[config.mk]
export PLATFORM = sky130hd
export DESIGN_NAME = length_framed_serial_deframer
export DESIGN_NICKNAME = d
export VERILOG_FILES = /design/src/rtl/lfsd_pkg.sv /design/src/rtl/length_framed_serial_deframer.sv
export SDC_FILE = /design/constraint.sdc
export NUM_CORES = 1
export LEC_CHECK = 0
export BUFFER_PORTS_ARGS = -buffer_cell sky130_fd_sc_hd__buf_4
export CORE_MARGIN = 2
export CORE_UTILIZATION = 30
export CTS_CLUSTER_SIZE = 24
export DETAILED_ROUTE_END_ITERATION = 10
export PLACE_DENSITY = 0.48
export SETUP_SLACK_MARGIN = 0.5
export SYNTH_ARGS = -nofsm -noshare
export SYNTH_HDL_FRONTEND = slang
export SYNTH_SLANG_ARGS = --single-unit
export TNS_END_PERCENT = 10
[constraint.sdc]
create_clock -name clk -period 8.75 [get_ports clk]
set_input_delay 1.75 -clock clk [delete_from_list [all_inputs] [get_ports clk]]
set_output_delay 1.75 -clock clk [all_outputs]
set_load 0.05 [all_outputs]
[src/rtl/lfsd_pkg.sv]
`timescale 1ns / 1ps
`default_nettype none
// ---------------------------------------------------------------------------
// lfsd_pkg
// Register map, field widths and reset values of the serial frame deframer.
// ---------------------------------------------------------------------------
package lfsd_pkg;

	localparam int BYTE_W     = 8;
	localparam int OVH_W      = 4;
	localparam int OFFSET_W   = 7;
	localparam int CFG_IDX_W  = 2;
	localparam int TOTAL_W    = 17;   // 16-bit length plus 4-bit overhead

	typedef logic [BYTE_W-1:0]    byte_t;
	typedef logic [OVH_W-1:0]     ovh_t;
	typedef logic [OFFSET_W-1:0]  offset_t;
	typedef logic [CFG_IDX_W-1:0] cfg_idx_t;
	typedef logic [TOTAL_W-1:0]   total_t;

	// configuration register indexes
	localparam cfg_idx_t REG_START_BYTE     = 2'd0;
	localparam cfg_idx_t REG_OVERHEAD_BYTES = 2'd1;

	localparam byte_t START_BYTE_RST     = 8'hA5;
	localparam ovh_t  OVERHEAD_BYTES_RST = 4'd9;

endpackage

`default_nettype wire

[src/rtl/length_framed_serial_deframer.sv]
`timescale 1ns / 1ps
`default_nettype none
// ---------------------------------------------------------------------------
// length_framed_serial_deframer
// Start-of-frame, length-prefixed byte deframer for a received serial stream.
// ---------------------------------------------------------------------------
// Bytes enter one word per cycle while in_stall is low. While hunting, every
// byte that differs from start_byte is dropped with no output. The start byte
// opens a frame at offset 0 (frame_first), the next two bytes give the
// payload length high byte first, and the frame runs to payload length plus
// overhead_bytes bytes, the final one marked frame_last. When the declared
// frame exceeds MAX_FRAME, the second length byte comes out with length_error
// set and the block hunts again. byte_offset is the position modulo 128. The
// block sustains one byte per cycle while out_stall does not hold the output
// register: a byte is registered at the input, passes the position counter and
// one 17-bit add and compare, and lands in the output register. Configuration
// writes are always ready and must only be issued while the block is idle.
module length_framed_serial_deframer #(
	parameter int MAX_FRAME = 128
) (
	input  wire                       clk,
	input  wire                       arst_n,
	// byte input
	input  wire                       in_valid,
	output logic                      in_stall,
	input  wire  lfsd_pkg::byte_t     rx_byte,
	// frame output
	output logic                      out_valid,
	input  wire                       out_stall,
	output lfsd_pkg::byte_t           frame_byte,
	output lfsd_pkg::offset_t         byte_offset,
	output logic                      frame_first,
	output logic                      frame_last,
	output logic                      length_error,
	// configuration write
	input  wire                       cfg_valid,
	output logic                      cfg_ready,
	input  wire  lfsd_pkg::cfg_idx_t  cfg_index,
	input  wire  lfsd_pkg::byte_t     cfg_data
);
	import lfsd_pkg::*;

	localparam int PW = $clog2(MAX_FRAME);       // position within a frame
	localparam int LW = $clog2(MAX_FRAME + 1);   // frame length up to MAX_FRAME

	localparam logic [PW-1:0] POS_HUNT   = '0;
	localparam logic [PW-1:0] POS_LEN_HI = PW'(1);
	localparam logic [PW-1:0] POS_LEN_LO = PW'(2);
	localparam logic [PW-1:0] POS_BODY   = PW'(3);

	// configuration registers
	byte_t start_byte_q;
	ovh_t  overhead_q;

	// parser state
	logic [PW-1:0] pos_q;
	byte_t         len_hi_q;
	logic [LW-1:0] frame_len_q;

	// input register
	logic  valid_s1;
	byte_t byte_s1;

	// output register
	logic    out_valid_q;
	byte_t   frame_byte_q;
	offset_t offset_q;
	logic    first_q;
	logic    last_q;
	logic    err_q;

	// ------------------------------------------------------------------
	// Configuration: always ready, ignore indexes beyond the map.
	// ------------------------------------------------------------------
	assign cfg_ready = 1'b1;

	always_ff @(posedge clk or negedge arst_n) begin
		if (!arst_n) begin
			start_byte_q <= START_BYTE_RST;
			overhead_q   <= OVERHEAD_BYTES_RST;
		end else if (cfg_valid && cfg_ready) begin
			case (cfg_index)
				REG_START_BYTE:     start_byte_q <= cfg_data;
				REG_OVERHEAD_BYTES: overhead_q   <= cfg_data[OVH_W-1:0];
				default: ;
			endcase
		end
	end

	// ------------------------------------------------------------------
	// Parse the byte held in the input register.
	// ------------------------------------------------------------------
	total_t        total;
	logic [LW-1:0] pos_next_ext;
	logic          no_result;
	logic          out_free;
	logic          advance_s1;
	logic          take_in;
	logic [PW-1:0] pos_d;
	logic          last_d;
	logic          err_d;

	assign total        = {len_hi_q, byte_s1} + TOTAL_W'(overhead_q);
	assign pos_next_ext = LW'(pos_q) + LW'(1);

	always_comb begin
		no_result = 1'b0;
		last_d    = 1'b0;
		err_d     = 1'b0;
		pos_d     = pos_q;
		case (pos_q)
			POS_HUNT: begin
				if (byte_s1 == start_byte_q) begin
					pos_d = POS_LEN_HI;
				end else begin
					no_result = 1'b1;
				end
			end
			POS_LEN_HI: begin
				pos_d = POS_LEN_LO;
			end
			POS_LEN_LO: begin
				if (total > TOTAL_W'(MAX_FRAME)) begin
					err_d = 1'b1;
					pos_d = POS_HUNT;
				end else if (total <= TOTAL_W'(3)) begin
					last_d = 1'b1;
					pos_d  = POS_HUNT;
				end else begin
					pos_d = POS_BODY;
				end
			end
			default: begin
				if (pos_next_ext >= frame_len_q) begin
					last_d = 1'b1;
					pos_d  = POS_HUNT;
				end else begin
					pos_d = pos_q + PW'(1);
				end
			end
		endcase
	end

	// Advance when the byte is dropped or the output register can take it.
	assign out_free   = !out_valid_q || !out_stall;
	assign advance_s1 = valid_s1 && (no_result || out_free);
	assign in_stall   = valid_s1 && !advance_s1;
	assign take_in    = in_valid && !in_stall;

	always_ff @(posedge clk or negedge arst_n) begin
		if (!arst_n) begin
			valid_s1 <= 1'b0;
		end else if (!valid_s1 || advance_s1) begin
			valid_s1 <= in_valid;
		end
	end

	always_ff @(posedge clk) begin
		if (take_in) begin
			byte_s1 <= rx_byte;
		end
	end

	// Parser state moves with each advanced byte; hunting clears it.
	always_ff @(posedge clk or negedge arst_n) begin
		if (!arst_n) begin
			pos_q       <= POS_HUNT;
			len_hi_q    <= '0;
			frame_len_q <= '0;
		end else if (advance_s1) begin
			pos_q <= pos_d;
			if (pos_d == POS_HUNT) begin
				len_hi_q    <= '0;
				frame_len_q <= '0;
			end else if (pos_q == POS_LEN_HI) begin
				len_hi_q <= byte_s1;
			end else if (pos_q == POS_LEN_LO) begin
				frame_len_q <= total[LW-1:0];
			end
		end
	end

	// ------------------------------------------------------------------
	// Output register: hold while stalled, load on each emitted byte.
	// ------------------------------------------------------------------
	always_ff @(posedge clk or negedge arst_n) begin
		if (!arst_n) begin
			out_valid_q <= 1'b0;
		end else if (out_free) begin
			out_valid_q <= advance_s1 && !no_result;
		end
	end

	always_ff @(posedge clk) begin
		if (advance_s1 && !no_result) begin
			frame_byte_q <= byte_s1;
			offset_q     <= OFFSET_W'(pos_q);
			first_q      <= (pos_q == POS_HUNT);
			last_q       <= last_d;
			err_q        <= err_d;
		end
	end

	assign out_valid    = out_valid_q;
	assign frame_byte   = frame_byte_q;
	assign byte_offset  = offset_q;
	assign frame_first  = first_q;
	assign frame_last   = last_q;
	assign length_error = err_q;

	// ------------------------------------------------------------------
	// Assertions
	// ------------------------------------------------------------------
	a_last_err_exclusive: assert property (@(posedge clk) disable iff (!arst_n)
		out_valid_q |-> !(last_q && err_q))
		else $error("frame_last and length_error set together");

	a_first_at_zero: assert property (@(posedge clk) disable iff (!arst_n)
		(out_valid_q && first_q) |-> (offset_q == '0))
		else $error("start byte with nonzero offset");

	a_end_hunts: assert property (@(posedge clk) disable iff (!arst_n)
		(out_valid_q && (last_q || err_q)) |-> (pos_q == POS_HUNT))
		else $error("parser not hunting after frame end");

	a_stall_needs_word: assert property (@(posedge clk) disable iff (!arst_n)
		(valid_s1 && !no_result && out_valid_q && out_stall) |-> in_stall)
		else $error("input taken while output blocked");

endmodule

`default_nettype wire
Word-level counts from Yosys, hierarchy flattened:

Index checks and enable logic that the tools add are counted.

* bits in registers: 63
* output and inout bits: 21
* word-level logic and storage cells: 64

* add/subtract/negate cells: 3
* order comparisons: 3
* equality and inequality tests: 5
* muxes and demuxes: 17
* reduce and logical (&&, ||, !) cells: 23

Operators with widths (number)
* 2-to-1 mux 8 bit: 5
* case mux 7 bit (3 select lines): 1
* adder 16 x 4 -> 17 bit: 1
* greater-than comparator 17 x 8 -> 1 bit, second input constant: 1
* less-or-equal comparator 17 x 2 -> 1 bit, second input constant: 1
* zero test 7 bit: 2
* 2-to-1 mux 7 bit: 2
* adder 7 x 1 -> 8 bit, second input constant: 1
* == test 8 bit: 1
* greater-or-equal comparator 8 bit: 1
* adder 7 x 1 -> 7 bit, second input constant: 1
* == test 7 x 1 -> 1 bit, second input constant: 1
* == test 7 x 2 -> 1 bit, second input constant: 1
* zero test 1 bit: 6
* 2-to-1 mux 1 bit: 6
* AND reduction 2 bit: 3
* logical AND 1 bit: 4
* 2-to-1 mux 2 bit: 2
* nonzero test 2 bit: 2
* logical OR 1 bit: 3
* AND reduction 3 bit: 1
* == test 2 x 1 -> 1 bit, second input constant: 1
* zero test 2 bit: 1
* inequality test 2 bit, second input constant: 1
* other kinds (2): 2

Longest topological paths before layout:

Gate-level depths: netlist of the first run.

* depth in word-level cells: 9
* mapped depth: 12
* mapped depth without buffers: 12

Worst setup path before layout of the first run:

Ideal clock, no wire load.

* kind: input to output
* start: input out_stall
* end: output in_stall
* arrival: 2.388 ns
* data required time: 7.000 ns
* path slack: 4.612 ns
* stages: 4
* path buffers: 0
* cell sequence: nand2_1 -> a21oi_1 -> nand2_1 -> inv_1

* word-level cells in the longest chain between the ends: 6

Ends and longest elaborated chain
* from (decl): RTL line length_framed_serial_deframer.sv:29 `input wire out_stall,`
* zero test 1 bit: RTL line length_framed_serial_deframer.sv:145 `assign out_free = !out_valid_q || !out_stall;`
* logical OR 1 bit: RTL line length_framed_serial_deframer.sv:145
* logical OR 1 bit: RTL line length_framed_serial_deframer.sv:146 `assign advance_s1 = valid_s1 && (no_result || out_free);`
* logical AND 1 bit: RTL line length_framed_serial_deframer.sv:146
* zero test 1 bit: RTL line length_framed_serial_deframer.sv:147 `assign in_stall = valid_s1 && !advance_s1;`
* logical AND 1 bit: RTL line length_framed_serial_deframer.sv:147
* to (decl): RTL line length_framed_serial_deframer.sv:25 `output logic in_stall,`

No other way between the ends.

Worst setup path in the final report of the first run:

Ends and elaborated chain as after synthesis.

==> parameters.txt, run 1 <==
Parameter                              Value

Die
  Initial Utilization    31.1%
  Die Span X    111 um
  Core Footprint    0.0109 sq mm
  Height of the die    111 um
  Top-Level Pins    44
  Die Footprint    0.0122 sq mm
  Number of rows created at floorplan    38

Yosys
  Number of warnings reported in the yosys synthesis log    0
  Average cell area after synthesis    11.3 sq um
  Cell type with the largest total area after synthesis    sky130_fd_sc_hd__edfxtp_1
  Cell count after synthesis    300
  Number of flops mapped to enable cells by yosys    26
  Cell types with the largest area share after synthesis    sky130_fd_sc_hd__edfxtp_1, sky130_fd_sc_hd__dfrtp_1, sky130_fd_sc_hd__ha_1
  Distinct cell type count after synthesis    59
  Post-synthesis register bit count    63
  Post-synth top cells    sky130_fd_sc_hd__dfrtp_1, sky130_fd_sc_hd__edfxtp_1, sky130_fd_sc_hd__inv_1, sky130_fd_sc_hd__nand2_1, sky130_fd_sc_hd__nor2_1
  Sequential fraction of the synthesis area    50.3%
  Area share of the largest cell type after synthesis    22.9%
  Count leader, synth    sky130_fd_sc_hd__dfrtp_1
  Synthesized area    0.00340 sq mm
  Fraction of registers with async set or reset after synthesis    58.7%
  Synthesized net count    340
  Flip-flop cell with the highest count after synthesis    sky130_fd_sc_hd__dfrtp_1

Route
  Antenna Nets Post-Route    0
  DR pass1 iterations    4
  Iter 0 DRT Violations    80
  Routed wire length    7.49 mm
  Residual DRC count    0
  Vias after detailed routing    roughly 2,400
  Wire per inst    15.2 um
  Via density per instance    4.95

Layout
  Net count, final    around 390
  Antenna cells    0
  Filler Cell Count    1,074
  Ratio of cells with drive above 1 in the final layout    25.9%
  Design area    between 0.004 and 0.005 sq mm
  Layout area overhead    22.0%

Clocking
  Number of clock buffers inserted by TritonCTS    9
  Buffers inserted by post-CTS timing repair    0
  Cts hold-fix bufs    0
  Number of H-tree branching levels    3
  TritonCTS clock tree    done
  Max Root-Sink Buffers    2
  Latest clock arrival within the worst-skew pair    between 300 and 400 ps
  CTS Sinks    63
  # resized after CTS    0
  CTS Root Cell    sky130_fd_sc_hd__clkbuf_16
  Clock transition at the registers of the reported paths    50 ps

Worst setup path
  Critical path required time    ~7000 ps
  Cell with the biggest individual delay on the critical path    sky130_fd_sc_hd__a21oi_1
  Arrival @ worst endpoint    2430 ps
  Maximum fanout along the worst path    3
  Number of cells traversed by the worst register-to-register path    12
  Kind of capture point of the worst setup path    output port
  Critical Path, Cell by Cell    buf_4 -> nand2_1 -> a21oi_1 -> nand2_1 -> inv_1 -> buf_4
  Crit-path max cell delay    approximately 190 ps
  Critical path start-end classification    input pin to output port
  Worst setup SP type    input pin

GRT
  Combined global-route utilization of all metal layers    12.8%
  Initial antenna violation count    0
  Global-route wire length before repair    12.3 mm
  Vias in the first global route    ~2,400
  Largest net degree at the start of global routing    38
  Overflow left after global routing    0

Placed design
  Global placement routability congestion    0.794
  Count of buffers from port buffering    42
  Cell area after placement    0.00386 sq mm
  HPWL after detailed placement    5.51 mm

STA
  Final worst-path cycle share    47.8%
  Slew at the pin with the worst max-slew slack    slightly above 800 ps
  Fmax    239 MHz
  Pins over their slew limit    0
  Number of hold violations in the final report    0
  Final setup viols    0
  Worst relative slew slack    45.1%
  RSZ-0062 raised after global routing    no
  Time the final worst path needs with I/O delays and setup    4180 ps
  TNS Setup    0 ps
  Clock skew after layout    ~5.3 ps

Pwr
  PD cells    349 mW/mm^2
  Static leakage    1.74 nW
  Peak VDD IR    0.000164 V

Worst hold path
  Depth of the worst hold-timing path    1
  Class of the tightest hold or removal check    register to register

Run
  Max-cap violations    0

Run status
  Status    completed
-- stage by stage --
step                      total power [mW]  util (%)  std cells  setup slack, ps  hold slack (ps)
final                                 1.45      38.0        492             4570              501
after global routing                  1.55      38.0        492             4450              521
after CTS                             1.47      38.0        492             4570              504
after detailed placement              1.11      35.3        476             4570              487
after global placement                1.11      35.3        476             4590              487
after floorplan                      0.940         -        300             4610              420
-- metal layers --
metal  routed length [um]  share of wire, %  vias up  global-route usage (%)
met1                 3440                46     1171                    16.1
met4                  178               2.4        0                    4.58
met2                 3540                47       59                    20.8
met3                  331               4.4       14                    4.12
met5                    0                 0        -                       0
li1                     -                 -     1193                       -
-- cell type report --
type | instances | area, sq um | share of cell area, %
sequential | 63 | 1710 | 41.3
multi-input combinational | 208 | 1570 | 37.8
timing repair buffer | 43 | 323 | 7.77
clock buffer | 10 | 229 | 5.51
tap | 140 | 175 | 4.22
inverter | 22 | 82.6 | 1.99
clock inverter | 6 | 61.3 | 1.48
-- critical path, delay by kind of cell --
| kind | cells | cell delay, ps |
|---|---|---|
| AND/OR/NAND/NOR | 2 | 160 |
| AO/OA/AOI/OAI | 1 | 190 |
| buffers and inverters | 3 | 320 |
-- registers in the layout (all words and copies together) (netlist names) --
| register | flops |
|---|---|
| byte_offset | 7 |
| byte_s1 | 8 |
| frame_byte | 8 |
| frame_first | 1 |
| frame_last | 1 |
| frame_len_q | 8 |
| len_hi_q | 8 |
| length_error | 1 |
| out_valid | 1 |
| overhead_q | 4 |
| pos_q | 7 |
| start_byte_q | 8 |
| valid_s1 | 1 |
-- cells by family (layout without fill, tap and decap cells) --
group | Yosys count | in the layout | share of synthesized area, %
AOI/OAI and AO/OA | 64 | 64 | 15.0
xor gates and xnor gates | 17 | 17 | 4.37
adders and majority gates | 17 | 17 | 6.47
buffers and inverters | 29 | 81 | 3.60
DFF | 63 | 63 | 50.3
muxes | 19 | 19 | 6.14
other | 1 | 1 | 0.110
and+or+nand+nor | 90 | 90 | 13.9
-- path summary, 6_finish.rpt --
path,to,slack [ps],from
max in group asynchronous,overhead_q[0],6970,arst_n
setup reg to reg,frame_len_q[6],4810,pos_q[0]
hold / removal,frame_len_q[3],500,frame_len_q[3]
hold reg to reg,frame_len_q[3],500,frame_len_q[3]
setup / recovery,in_stall,4570,out_stall
min in group asynchronous,len_hi_q[4],1390,arst_n
-- power by group --
part	internal [mW]	switching [mW]
Combinational	0.232	0.410
Clock	0.219	0.127
Sequential	0.405	0.0568
-- cells in the final DEF (no fill, tap or decap), drive strengths merged, types with 7 or more instances in the layout --
| cell type | instances |
|---|---|
| buf | 43 |
| mux2 | 15 |
| xor2 | 11 |
| dfrtp | 31 |
| nand2 | 21 |
| a21oi | 9 |
| o21ai | 7 |
| inv | 22 |
| a22o | 17 |
| nand3 | 9 |
| clkbuf | 10 |
| edfxtp | 26 |
| nor2 | 21 |
| ha | 16 |
| nand2b | 7 |
No activity file was read; power rests on OpenSTA's default activity.
==> inputs of run 2 (changes only) <==
Clock period 8.75 ns to 4.3 ns, I/O delays scaled along.
==> run 2 against run 1 <==
Wire length up 3.3%; first-iteration DRC count increased by 24%; worst hold slack got worse by 4.7 ps; die area did not move; sequential share of layout area shrank 0.88 points; non-clock buffer count increased by 2; clock power rose by 140%; cell area grew 2.2%; critical endpoint is now frame_len_q[4]; sequential power increased by 100%; total power increased by 120%; clock skew hardly changed; register-to-register slack got worse by 4100 ps.
==> parameters.txt, run 2 (synthesis results as in run 1) <==
Parameter                              Value

STA
  Slew at the pin with the worst max-slew slack    526 ps (-297 ps)
  Pins over their slew limit    0 (unchanged)
  Worst relative slew slack    64.8% (+20 points)
  Final worst-path cycle share    ~83%
  Number of hold violations in the final report    0 (unchanged)
  Fmax    approximately 280 MHz
  TNS Setup    0 ps (unchanged)
  Time the final worst path needs with I/O delays and setup    around 3600 ps
  Clock skew after layout    5.35 ps (+0.0723 ps)
  RSZ-0062 raised after global routing    no
  Final setup viols    0 (unchanged)

Placed design
  Placed cell count    478 (+0.42%)
  HPWL after detailed placement    5.77 mm (+4.7%)
  Count of buffers from port buffering    42 (unchanged)
  Global placement routability congestion    0.794 (about the same)

Pwr
  Switching power total    1.24 mW (+110%)
  Sequential power share    30.1% (-1.8 points)
  Overall power consumption    3.12 mW (+120%)
  Static leakage    1.78 nW (+2.3%)
  Switching share of power    39.7% (-1.2 points)
  PD cells    736 mW/mm^2 (+110%)
  Peak VDD IR    0.000288 V (+75%)
  Internal Pwr Total    1.88 mW (+120%)
  Clock share of power    26.1% (+2.2 points)
  Combinational cell fraction of total power    43.9% (-0.4 points)

Clocking
  Number of H-tree branching levels    3 (unchanged)
  CTS Sinks    63 (unchanged)
  CTS Root Cell    sky130_fd_sc_hd__clkbuf_16
  # resized after CTS    1 (+1)
  Cts hold-fix bufs    0 (unchanged)
  Clock transition at the registers of the reported paths    60 ps (about the same)
  TritonCTS clock tree    done
  Number of clock buffers inserted by TritonCTS    9 (unchanged)
  Max Root-Sink Buffers    2 (unchanged)
  Latest clock arrival within the worst-skew pair    330 ps (about the same)
  Buffers inserted by post-CTS timing repair    0 (unchanged)

Route
  Residual DRC count    0 (unchanged)
  Via density per instance    4.93 (-0.40%)
  Routed wire length    7.74 mm (+3.3%)
  Iter 0 DRT Violations    99 (+24%)
  Vias after detailed routing    2,437 (unchanged)
  Wire per inst    15.7 um (+2.9%)
  DR pass1 iterations    4 (unchanged)
  Antenna Nets Post-Route    0 (unchanged)

GRT
  Global-route wire length before repair    12.7 mm (+2.9%)
  Combined global-route utilization of all metal layers    13.3% (+0.44 points)
  Overflow left after global routing    0 (unchanged)
  Vias in the first global route    2,526 (+4.6%)
  Largest net degree at the start of global routing    38 (unchanged)
  Initial antenna violation count    0 (unchanged)

Worst setup path
  Kind of capture point of the worst setup path    register
  Critical path required time    4520 ps (-2480 ps)
  Maximum fanout along the worst path    10 (+7)
  Arrival @ worst endpoint    3790 ps (+1360 ps)
  Critical path start-end classification    register to register
  Worst setup SP type    register

Die
  Initial Utilization    31.1% (unchanged)
  Height of the die    111 um (unchanged)
  Core Footprint    0.0109 sq mm (unchanged)
  Top-Level Pins    44 (unchanged)
  Die Span X    111 um (unchanged)
  Die Footprint    0.0122 sq mm (unchanged)
  Number of rows created at floorplan    38 (unchanged)

Layout
  Net count, final    389 (+0.52%)
  Ratio of cells with drive above 1 in the final layout    27.7% (+1.8 points)
  Antenna cells    0 (unchanged)
  FF+latch area    0.00171 sq mm (unchanged)
  Filler Cell Count    1,058 (-1.5%)
  Count of placed standard cells in the final layout, fillers left out    494 (+0.41%)
  Leading cell type in the layout, fill and taps excluded    sky130_fd_sc_hd__buf_4
  Area of the multi-input gates    0.00159 sq mm (+1.5%)
  Layout area overhead    24.6%
  Most frequent cells in the layout    sky130_fd_sc_hd__buf_4, sky130_fd_sc_hd__dfrtp_1, sky130_fd_sc_hd__edfxtp_1

Worst hold path
  Class of the tightest hold or removal check    input pin to asynchronous set/reset pin

Run
  Max-cap violations    0 (unchanged)

Run status
  Status    completed
[run 2: cell count changes in the layout (fill, tap and decap cells not counted), sizes merged]
cell	change
buf	+2
bufinv	+1
clkbuf	+1
clkinv	-2
[run 2: layer usage]
layer,share of wire (%),global-route usage (%),up-vias
met1,44,15.7,1179
met2,50,22.6,51
met3,3.7,4.01,13
met5,0,0,-
met4,2.1,4.92,0
li1,-,-,1194
[run 2: critical path: stages (launching register included)]
cell	delay (ps)
sky130_fd_sc_hd__dfrtp_1	520
sky130_fd_sc_hd__ha_1	330
sky130_fd_sc_hd__nand3_1	160
sky130_fd_sc_hd__o21a_1	230
sky130_fd_sc_hd__or2_2	310
sky130_fd_sc_hd__ha_1	300
sky130_fd_sc_hd__nand4_1	110
sky130_fd_sc_hd__o311ai_2	400
sky130_fd_sc_hd__a21oi_2	180
sky130_fd_sc_hd__a311oi_2	310
sky130_fd_sc_hd__o31a_4	230
sky130_fd_sc_hd__o21ai_2	130
sky130_fd_sc_hd__a22o_1	250
[run 2: layout make-up]
class / instances / area share, %
Clock inverter: 5 / 1.83
Inverter: 22 / 1.95
Timing Repair Buffer: 45 / 7.96
Tap cell: 140 / 4.13
Sequential cell: 63 / 40.4
Clock buffer: 11 / 6.22
Multi-Input combinational cell: 208 / 37.5
[run 2: path summary, 6_finish.rpt]
check / start / end / slack, ps / cells past startpoint
setup / recovery: pos_q[0] / frame_len_q[4] / 730 / 12
hold / removal: arst_n / len_hi_q[3] / 500 / 1
setup reg to reg: pos_q[0] / frame_len_q[4] / 730 / 12
hold reg to reg: frame_len_q[7] / frame_len_q[7] / 500 / 1
max in group asynchronous: arst_n / overhead_q[0] / 3430 / 1
min in group clk: frame_len_q[7] / frame_len_q[7] / 500 / 1
[run 2: metrics by stage]
| step | worst slack (ps) | hold WS [ps] | area (sq um) | util, % |
|---|---|---|---|---|
| 6_report | 730 | 497 | 4240 | 38.8 |
| 5_1_grt | 507 | 532 | 4240 | 38.8 |
| 4_1_cts | 568 | 502 | 4220 | 38.6 |
| 3_5_place_dp | 436 | 489 | 3880 | 35.5 |
| 3_3_place_gp | 571 | 491 | 3880 | 35.5 |
| 2_1_floorplan | 830 | 420 | 3400 | - |
[run 2: power by group through the flow]
stage | combinational [mW] | clock (mW) | sequential [mW]
detailed placement | 1.33 | 0 | 0.951
floorplan | 0.756 | 0 | 1.16
global route | 1.48 | 0.869 | 0.963
finish | 1.37 | 0.814 | 0.939
CTS | 1.34 | 0.834 | 0.942
global placement | 1.33 | 0 | 0.950
